===== config.mk =====
export PLATFORM = sky130hd
export DESIGN_NAME = media_chunk_deframer
export DESIGN_NICKNAME = d
export VERILOG_FILES = /design/src/sv/mcd_pkg.sv /design/src/sv/media_chunk_deframer.sv /design/src/sv/mcd_parser.sv /design/src/sv/mcd_out_buf.sv
export SDC_FILE = /design/constraint.sdc
export NUM_CORES = 2
export LEC_CHECK = 0
export BUFFER_PORTS_ARGS = -buffer_cell sky130_fd_sc_hd__buf_2
export CORE_ASPECT_RATIO = 1.2
export CORE_MARGIN = 2
export CORE_UTILIZATION = 34
export DETAILED_ROUTE_END_ITERATION = 10
export PLACE_DENSITY = 0.55
export SYNTH_ARGS = -nofsm -noshare
export SYNTH_HDL_FRONTEND = slang
export SYNTH_SLANG_ARGS = --single-unit

===== constraint.sdc =====
create_clock -name clk -period 9 [get_ports clk]
set_clock_uncertainty 0.1 [all_clocks]
set_input_delay 0.9 -clock clk [delete_from_list [all_inputs] [get_ports clk]]
set_output_delay 0.9 -clock clk [all_outputs]
set_load 0.01 [all_outputs]

===== src/sv/mcd_pkg.sv =====
// ----------------------------------------------------------------------------
// mcd_pkg
// Shared types and constants of the media chunk deframer.
// ----------------------------------------------------------------------------
`default_nettype none

package mcd_pkg;

  localparam int unsigned MAX_PACKET_BYTES_DEF = 65536;

  localparam int unsigned PKT_W  = 17;
  localparam int unsigned HDR_W  = 14;
  localparam int unsigned POS_W  = 48;
  localparam int unsigned SEQ_W  = 32;
  localparam int unsigned LEN_W  = 16;
  localparam int unsigned CIDX_W = 8;

  localparam logic [15:0] TYPE_DATA  = 16'h4424;
  localparam logic [15:0] TYPE_END   = 16'h4524;
  localparam int unsigned CHUNK_HDR_BYTES = 12;

  // configuration register indexes
  localparam logic [CIDX_W-1:0] REG_PACKET_BYTES = 8'd0;
  localparam logic [CIDX_W-1:0] REG_HEADER_BYTES = 8'd1;

  typedef enum logic [1:0] {
    PH_HEADER  = 2'd0,
    PH_PAYLOAD = 2'd1,
    PH_HALTED  = 2'd2
  } phase_t;

  typedef enum logic [2:0] {
    KIND_HEADER    = 3'd0,
    KIND_DATA      = 3'd1,
    KIND_PAYLOAD   = 3'd2,
    KIND_STOP      = 3'd3,
    KIND_NEW       = 3'd4,
    KIND_BAD_TYPE  = 3'd5,
    KIND_BAD_LEN   = 3'd6,
    KIND_HALTED    = 3'd7
  } kind_t;

  typedef struct packed {
    kind_t              kind;
    logic [7:0]         payload_byte;
    logic [SEQ_W-1:0]   chunk_seq;
    logic [POS_W-1:0]   position;
    logic [PKT_W-1:0]   pad_count;
    logic               payload_end;
  } result_t;

endpackage

`default_nettype wire


===== src/sv/media_chunk_deframer.sv =====
// ----------------------------------------------------------------------------
// media_chunk_deframer
// Splits a byte stream of media chunks into headers, positions and payload.
// ----------------------------------------------------------------------------
// Usage:
//   s_axis_*: one chunk-stream byte per word (tdata[7:0]).
//   m_axis_*: exactly one result word per input byte; tuser carries the kind,
//     tlast marks the end of a chunk payload, tdata carries payload byte,
//     sequence, packet position and pad count.
//   cfg_*: register writes (0 packet_bytes, 1 header_bytes), always ready;
//     write only while no byte is in flight.
// Output: a result is registered in the output stage, or in the skid stage while the receiver stalls.
// Throughput: one byte per cycle while the skid stage is empty, set by the single parser state update.
// Stall: s_axis_tready is a register; when the receiver stalls, one more
//   byte is taken into a skid stage and tready then drops until it drains.
// Reset: clears parser state, output valids and both config registers; the
//   parser starts in the header phase. A stop or an error halts the block
//   (every byte answers halted) until the next reset.
// ----------------------------------------------------------------------------
`default_nettype none

module media_chunk_deframer #(
  parameter int unsigned MAX_PACKET_BYTES = mcd_pkg::MAX_PACKET_BYTES_DEF
) (
  input  wire logic                       clk,
  input  wire logic                       rst,
  input  wire logic                       s_axis_tvalid,
  output logic                            s_axis_tready,
  input  wire logic [7:0]                 s_axis_tdata,   // data_byte
  output logic                            m_axis_tvalid,
  input  wire logic                       m_axis_tready,
  // payload_byte[7:0], chunk_seq[39:8], position[87:40], pad_count[104:88]
  output logic [111:0]                    m_axis_tdata,
  output logic [2:0]                      m_axis_tuser,   // kind
  output logic                            m_axis_tlast,   // payload_end
  input  wire logic                       cfg_valid,
  output logic                            cfg_ready,
  input  wire logic [mcd_pkg::CIDX_W-1:0] cfg_index,
  input  wire logic [mcd_pkg::PKT_W-1:0]  cfg_data
);
  import mcd_pkg::*;

  logic [PKT_W-1:0] packet_bytes;
  logic [HDR_W-1:0] header_bytes;
  logic             accept;
  result_t          res_comb;
  result_t          res_out;

  assign cfg_ready = 1'b1;

  always_ff @(posedge clk) begin
    if (rst) begin
      packet_bytes <= '0;
      header_bytes <= '0;
    end else if (cfg_valid && cfg_ready) begin
      if (cfg_index == REG_PACKET_BYTES) begin
        packet_bytes <= cfg_data;
      end else if (cfg_index == REG_HEADER_BYTES) begin
        header_bytes <= cfg_data[HDR_W-1:0];
      end
    end
  end

  assign accept = s_axis_tvalid && s_axis_tready;

  mcd_parser #(
    .MAX_PACKET_BYTES(MAX_PACKET_BYTES)
  ) u_parser (
    .clk         (clk),
    .rst         (rst),
    .accept      (accept),
    .data_byte   (s_axis_tdata),
    .packet_bytes(packet_bytes),
    .header_bytes(header_bytes),
    .result      (res_comb)
  );

  mcd_out_buf u_out (
    .clk      (clk),
    .rst      (rst),
    .in_valid (s_axis_tvalid),
    .in_ready (s_axis_tready),
    .in_data  (res_comb),
    .out_valid(m_axis_tvalid),
    .out_ready(m_axis_tready),
    .out_data (res_out)
  );

  assign m_axis_tuser = res_out.kind;
  assign m_axis_tlast = res_out.payload_end;
  assign m_axis_tdata = {7'd0, res_out.pad_count, res_out.position,
                         res_out.chunk_seq, res_out.payload_byte};

endmodule

`default_nettype wire


===== src/sv/mcd_parser.sv =====
// ----------------------------------------------------------------------------
// mcd_parser
// Chunk header parser and payload counter; forms one result per byte.
// ----------------------------------------------------------------------------
`default_nettype none

module mcd_parser #(
  parameter int unsigned MAX_PACKET_BYTES = mcd_pkg::MAX_PACKET_BYTES_DEF
) (
  input  wire logic                      clk,
  input  wire logic                      rst,
  input  wire logic                      accept,
  input  wire logic [7:0]                data_byte,
  input  wire logic [mcd_pkg::PKT_W-1:0] packet_bytes,
  input  wire logic [mcd_pkg::HDR_W-1:0] header_bytes,
  output mcd_pkg::result_t               result
);
  import mcd_pkg::*;

  localparam logic [3:0] HDR_LAST = 4'(CHUNK_HDR_BYTES - 1);

  phase_t            phase, phase_next;
  logic [3:0]        hdr_count, hdr_count_next;
  logic [LEN_W-1:0]  chunk_kind, chunk_kind_next;
  logic [LEN_W-1:0]  payload_total, payload_total_next;
  logic [LEN_W-1:0]  payload_left, payload_left_next;
  logic [SEQ_W-1:0]  seq_num, seq_num_next;

  logic [PKT_W-1:0]       pkt;
  logic [SEQ_W+PKT_W-1:0] prod;
  logic [LEN_W-1:0]       total_less;
  logic [LEN_W-1:0]       left_dec;

  // packet length clamped to the largest supported packet
  assign pkt = (packet_bytes > PKT_W'(MAX_PACKET_BYTES)) ?
               PKT_W'(MAX_PACKET_BYTES) : packet_bytes;

  assign prod = (SEQ_W+PKT_W)'(seq_num) * (SEQ_W+PKT_W)'(pkt);

  assign total_less = payload_total - LEN_W'(8);
  assign left_dec   = payload_left - LEN_W'(1);

  always_comb begin
    phase_next         = phase;
    hdr_count_next     = hdr_count;
    chunk_kind_next    = chunk_kind;
    payload_total_next = payload_total;
    payload_left_next  = payload_left;
    seq_num_next       = seq_num;
    result             = '0;
    unique case (phase)
      PH_PAYLOAD: begin
        result.kind         = KIND_PAYLOAD;
        result.payload_byte = data_byte;
        result.chunk_seq    = seq_num;
        payload_left_next   = left_dec;
        if (left_dec == '0) begin
          result.payload_end = 1'b1;
          result.pad_count   = pkt - {1'b0, payload_total};
          phase_next         = PH_HEADER;
          hdr_count_next     = '0;
        end
      end
      PH_HEADER: begin
        case (hdr_count)
          4'd0: chunk_kind_next[7:0]     = data_byte;
          4'd1: chunk_kind_next[15:8]    = data_byte;
          4'd2: payload_total_next[7:0]  = data_byte;
          4'd3: payload_total_next[15:8] = data_byte;
          4'd4: seq_num_next[7:0]        = data_byte;
          4'd5: seq_num_next[15:8]       = data_byte;
          4'd6: seq_num_next[23:16]      = data_byte;
          4'd7: seq_num_next[31:24]      = data_byte;
          default: ;
        endcase
        if (hdr_count == HDR_LAST) begin
          hdr_count_next   = '0;
          result.chunk_seq = seq_num;
          if (chunk_kind == TYPE_DATA) begin
            if (payload_total < LEN_W'(8)) begin
              result.kind = KIND_BAD_LEN;
              phase_next  = PH_HALTED;
            end else if ({1'b0, total_less} > pkt) begin
              payload_total_next = total_less;
              result.kind        = KIND_BAD_LEN;
              phase_next         = PH_HALTED;
            end else begin
              payload_total_next = total_less;
              result.kind        = KIND_DATA;
              result.position    = POS_W'(header_bytes) + prod[POS_W-1:0];
              if (total_less == '0) begin
                result.payload_end = 1'b1;
                result.pad_count   = pkt;
              end else begin
                payload_left_next = total_less;
                phase_next        = PH_PAYLOAD;
              end
            end
          end else if (chunk_kind == TYPE_END) begin
            if (seq_num == '0) begin
              result.kind = KIND_STOP;
              phase_next  = PH_HALTED;
            end else begin
              // new stream: back to the state after reset
              result.kind        = KIND_NEW;
              phase_next         = PH_HEADER;
              chunk_kind_next    = '0;
              payload_total_next = '0;
              payload_left_next  = '0;
              seq_num_next       = '0;
            end
          end else begin
            result.kind = KIND_BAD_TYPE;
            phase_next  = PH_HALTED;
          end
        end else begin
          hdr_count_next = hdr_count + 4'd1;
        end
      end
      PH_HALTED: begin
        result.kind      = KIND_HALTED;
        result.chunk_seq = seq_num;
      end
      default: begin
        phase_next = PH_HEADER;
      end
    endcase
  end

  always_ff @(posedge clk) begin
    if (rst) begin
      phase         <= PH_HEADER;
      hdr_count     <= '0;
      chunk_kind    <= '0;
      payload_total <= '0;
      payload_left  <= '0;
      seq_num       <= '0;
    end else if (accept) begin
      phase         <= phase_next;
      hdr_count     <= hdr_count_next;
      chunk_kind    <= chunk_kind_next;
      payload_total <= payload_total_next;
      payload_left  <= payload_left_next;
      seq_num       <= seq_num_next;
    end
  end

endmodule

`default_nettype wire


===== src/sv/mcd_out_buf.sv =====
// ----------------------------------------------------------------------------
// mcd_out_buf
// Result register with a skid stage so the input side sees a registered ready.
// ----------------------------------------------------------------------------
`default_nettype none

module mcd_out_buf (
  input  wire logic             clk,
  input  wire logic             rst,
  input  wire logic             in_valid,
  output logic                  in_ready,
  input  wire mcd_pkg::result_t in_data,
  output logic                  out_valid,
  input  wire logic             out_ready,
  output mcd_pkg::result_t      out_data
);
  import mcd_pkg::*;

  logic    skid_valid;
  result_t skid_data;
  logic    load_out;

  assign in_ready = !skid_valid;
  assign load_out = out_ready || !out_valid;

  always_ff @(posedge clk) begin
    if (rst) begin
      out_valid  <= 1'b0;
      skid_valid <= 1'b0;
    end else if (load_out) begin
      out_valid  <= skid_valid || in_valid;
      skid_valid <= 1'b0;
    end else if (in_valid && in_ready) begin
      skid_valid <= 1'b1;
    end
  end

  always_ff @(posedge clk) begin
    if (load_out) begin
      out_data <= skid_valid ? skid_data : in_data;
    end
    if (!load_out && in_ready) begin
      skid_data <= in_data;
    end
  end

endmodule

`default_nettype wire

==> results.md <==
- Slowest stage delay, CP: between 600 and 700 ps
- Worst Setup Path Type: reg -> reg
- Number of buffers created by CTS: 39
- Worst rel slew slack: 0.2396
- Post-route insts no fill: between 4000 and 5000
- Syn_area_per_cell: 9.550 um2
- Hold WC Path Type: reg -> reg
- Final nets: 4284
- Drt initial violations: 1663
- Buf/Inv on CP: 7
- Status: finished clean
- Core Area: 0.09963 mm2
- DR WL/cell: 20.91 um
- Count of final setup violators: 0
- Actual slew at the worst max-slew pin: ~1100 ps
- Pin count of the biggest net entering global routing: 84
- First-pass GRT wire length: between 150000 and 200000 um
- Yosys Warn Count: 0
- Cell count after placement: roughly 4900
- Hold Buf Count CTS: 0
- Crit path max-delay family: adder cells
- Post-CTS setup buffer count: 0
- Total power: about 3900 uW
- CTS tree: yes
- Synth unique cells: a little over 90
- F_max: 121.9 MHz
- Worst hold slack: 357.2 ps
- Initial Util: 0.3421
- DRT Pass-1 Iters: 5
- Overall global routing resource usage: 0.2001
- Post-synthesis instance area: between 0.03 and 0.04 mm2
- Startpoint Class: flop
- CTS root buf: clkbuf_16
- Final Slew Violations: 0
- Resized cells post-CTS: 0
- Via count: ~25000
- Period utilization: 0.9115
- Design area: roughly 0.038 mm2
- Vias in the first global route: 26040
- Drc violations: 0
- Multi-input gate area: about 0.022 mm2
- DP Wirelength: between 70000 and 80000 um
- Crit path DAT: between 8000 and 9000 ps
- Die area: approximately 0.10 mm2
- Tmin final: between 8000 and 9000 ps
- Die height: around 350 um
- Drt via density: 5.166
- Htree depth: 2
- CTS sink count: approximately 340
- Final GP Congestion: 0.8921
- Main flop type after synthesis: edfxtp_1
- Clock slew at reported path FFs: 60 ps
- RSZ-0062 raised after global routing: no
- Critical Path RT: ~9200 ps
- Pwr/cell area: between 100 and 150 mW/mm2
- TNS Setup: 0 ps
- Clock latency on the worst-skew pair: just over 600 ps
- Worst Setup SP: packet_bytes[2]
- Port bufs: approximately 150
- Crit-path most repeated cell: fa_1
- HP Start: u_parser.seq_num[16]
- Placement Rows: between 100 and 150
- Fill cell count: just under 10000
- Worst vdd ir: between 0.1 and 0.15 mV
- Ys async rst share: 0
- Hold Violations, Final: 0
- Worst Path Max Fanout: 36
- Seq/Total Area, Yosys: 0.2619
- Final wirelength: between 100000 and 150000 um
- # IOs: between 150 and 200
- Number of synthesized flops with an enable pin: 218
- Cells after synthesis: about 3600
- Synth-to-layout area growth: 10.44%
- CP Capture Type: flop
- Leakage: 0.01781 uW
- Slowest cell on the critical path: or4b_2
- Cell Area, Placed: about 0.036 mm2
- #FFs+latches synth: 337
- Die X: roughly 300 um
- Crit Reg-Reg Startpoint: packet_bytes[2]
- Antenna violations before repair: 5
- Sequential Area: a little under 0.009 mm2
- Global route total overflow: 0
- Share of layout cells above drive strength 1: 0.1115
- Max-Cap Viols: 0
- Clock buffer depth: 3
- Routed Antenna Nets: 0
==> path summary, 6_finish.rpt <==
check / end / depth (start not counted) / slack (ps)
max reg2reg: u_out.out_data[63] / 26 / 800
min: u_parser.seq_num[16] / 2 / 360
max: u_out.out_data[63] / 26 / 800
min reg2reg: u_parser.seq_num[16] / 2 / 360
==> cells in the final DEF (no fill, tap or decap), drive strengths merged, types with 77 or more instances in the layout <==
cell type and n:
a21oi 141, and2 191, and3 162, buf 230, dfxtp 119, edfxtp 218, fa 463, ha 180
inv 575, nand2 426, nand3 77, nor2 163
==> registers in the layout (all words and copies together), names as in the netlist, 2 cells and up <==
name                    count
u_out.out_data            109
u_out.skid_data           109
u_parser.seq_num           32
packet_bytes               17
u_parser.chunk_kind        16
u_parser.payload_left      16
u_parser.payload_total     16
header_bytes               14
u_parser.hdr_count          4
u_parser.phase              2
==> where the power goes <==
| group | switching, uW | total, uW | internal (uW) |
|---|---|---|---|
| clock | 711 | 1760 | 1050 |
| combinational | 291 | 435 | 143 |
| sequential | 27.1 | 1730 | 1700 |
| total | 1030 | 3920 | 2890 |
==> cell families (layout without fill, tap and decap cells) <==
family / Yosys count / in the layout / synth area share
AOI/OAI and AO/OA: 413 / 413 / 0.08164
xor gates and xnor gates: 76 / 76 / 0.01953
adders and majority gates: 643 / 643 / 0.3380
buffers and inverters: 817 / 875 / 0.09239
DFF: 337 / 337 / 0.2619
muxes: 114 / 114 / 0.03590
other: 2 / 11 / 0.0002203
and+or+nand+nor: 1167 / 1167 / 0.1704
==> cells in the mapped netlist, types with 11 or more instances <==
master	instances	area share
nor2b_1	12	0.0022
dfxtp_1	119	0.070
xnor2_1	43	0.011
inv_1	572	0.063
o21a_1	13	0.0029
nor2_1	162	0.018
xor2_1	33	0.0085
a31oi_1	11	0.0020
nand3_1	77	0.011
nor4_1	17	0.0031
mux2_2	63	0.021
a22oi_1	13	0.0029
nor3_1	38	0.0056
ha_1	180	0.066
o22ai_1	13	0.0024
o31ai_1	47	0.010
and2_1	190	0.035
clkbuf_1	218	0.024
fa_1	463	0.27
a21oi_1	140	0.021
nand2_1	426	0.047
a211oi_1	21	0.0046
and3_1	162	0.030
edfxtp_1	218	0.19
nand4_1	18	0.0033
mux2i_1	48	0.014
a21o_1	19	0.0042
o21ai_0	49	0.0072
==> worst reg2reg max path, cell delays in order (launching register included) <==
cell and delay [ps]:
dfxtp_1 320, nor4_1 400, a41o_2 380, buf_4 330, and2_0 200, buf_4 340, nand2_1 140, fa_1 540
inv_1 50, fa_1 490, inv_1 50, fa_1 530, inv_1 50, fa_1 380, fa_1 510, inv_1 50
fa_1 470, inv_1 40, ha_1 400, nand2_1 70, o21ai_0 250, a211oi_1 130, o21ai_0 530, a211oi_1 140
or4b_2 680, a21boi_0 240, o41ai_1 100
==> metrics by stage <==
stage | utilization | worst slack (ps)
finish | 0.3778 | 796.5
global route | 0.3778 | 320.0
CTS | 0.3777 | 804.9
detailed placement | 0.3637 | 867.1
global placement | 0.3637 | 898.5
floorplan | - | 1200
==> area by class of cell <==
cell class / instances / area share
diodes: 3 / 0.0001994
clock buffers: 46 / 0.02689
clock inverters: 25 / 0.01034
inverters: 574 / 0.05727
multi-input cells: 2421 / 0.5878
flip-flops and latches: 337 / 0.2373
well taps: 1290 / 0.04288
repair buffers: 230 / 0.03736
==> per-layer routing <==
layer	wire, um	vias up	share of wire	track usage
met5	13	-	0.00013	0
met4	4153	2	0.040	0.07755
met3	5430	195	0.053	0.02502
met2	49790	786	0.48	0.3412
met1	43640	12863	0.42	0.2589
li1	-	11603	-	-
No activity file was read; power rests on OpenSTA's default activity.
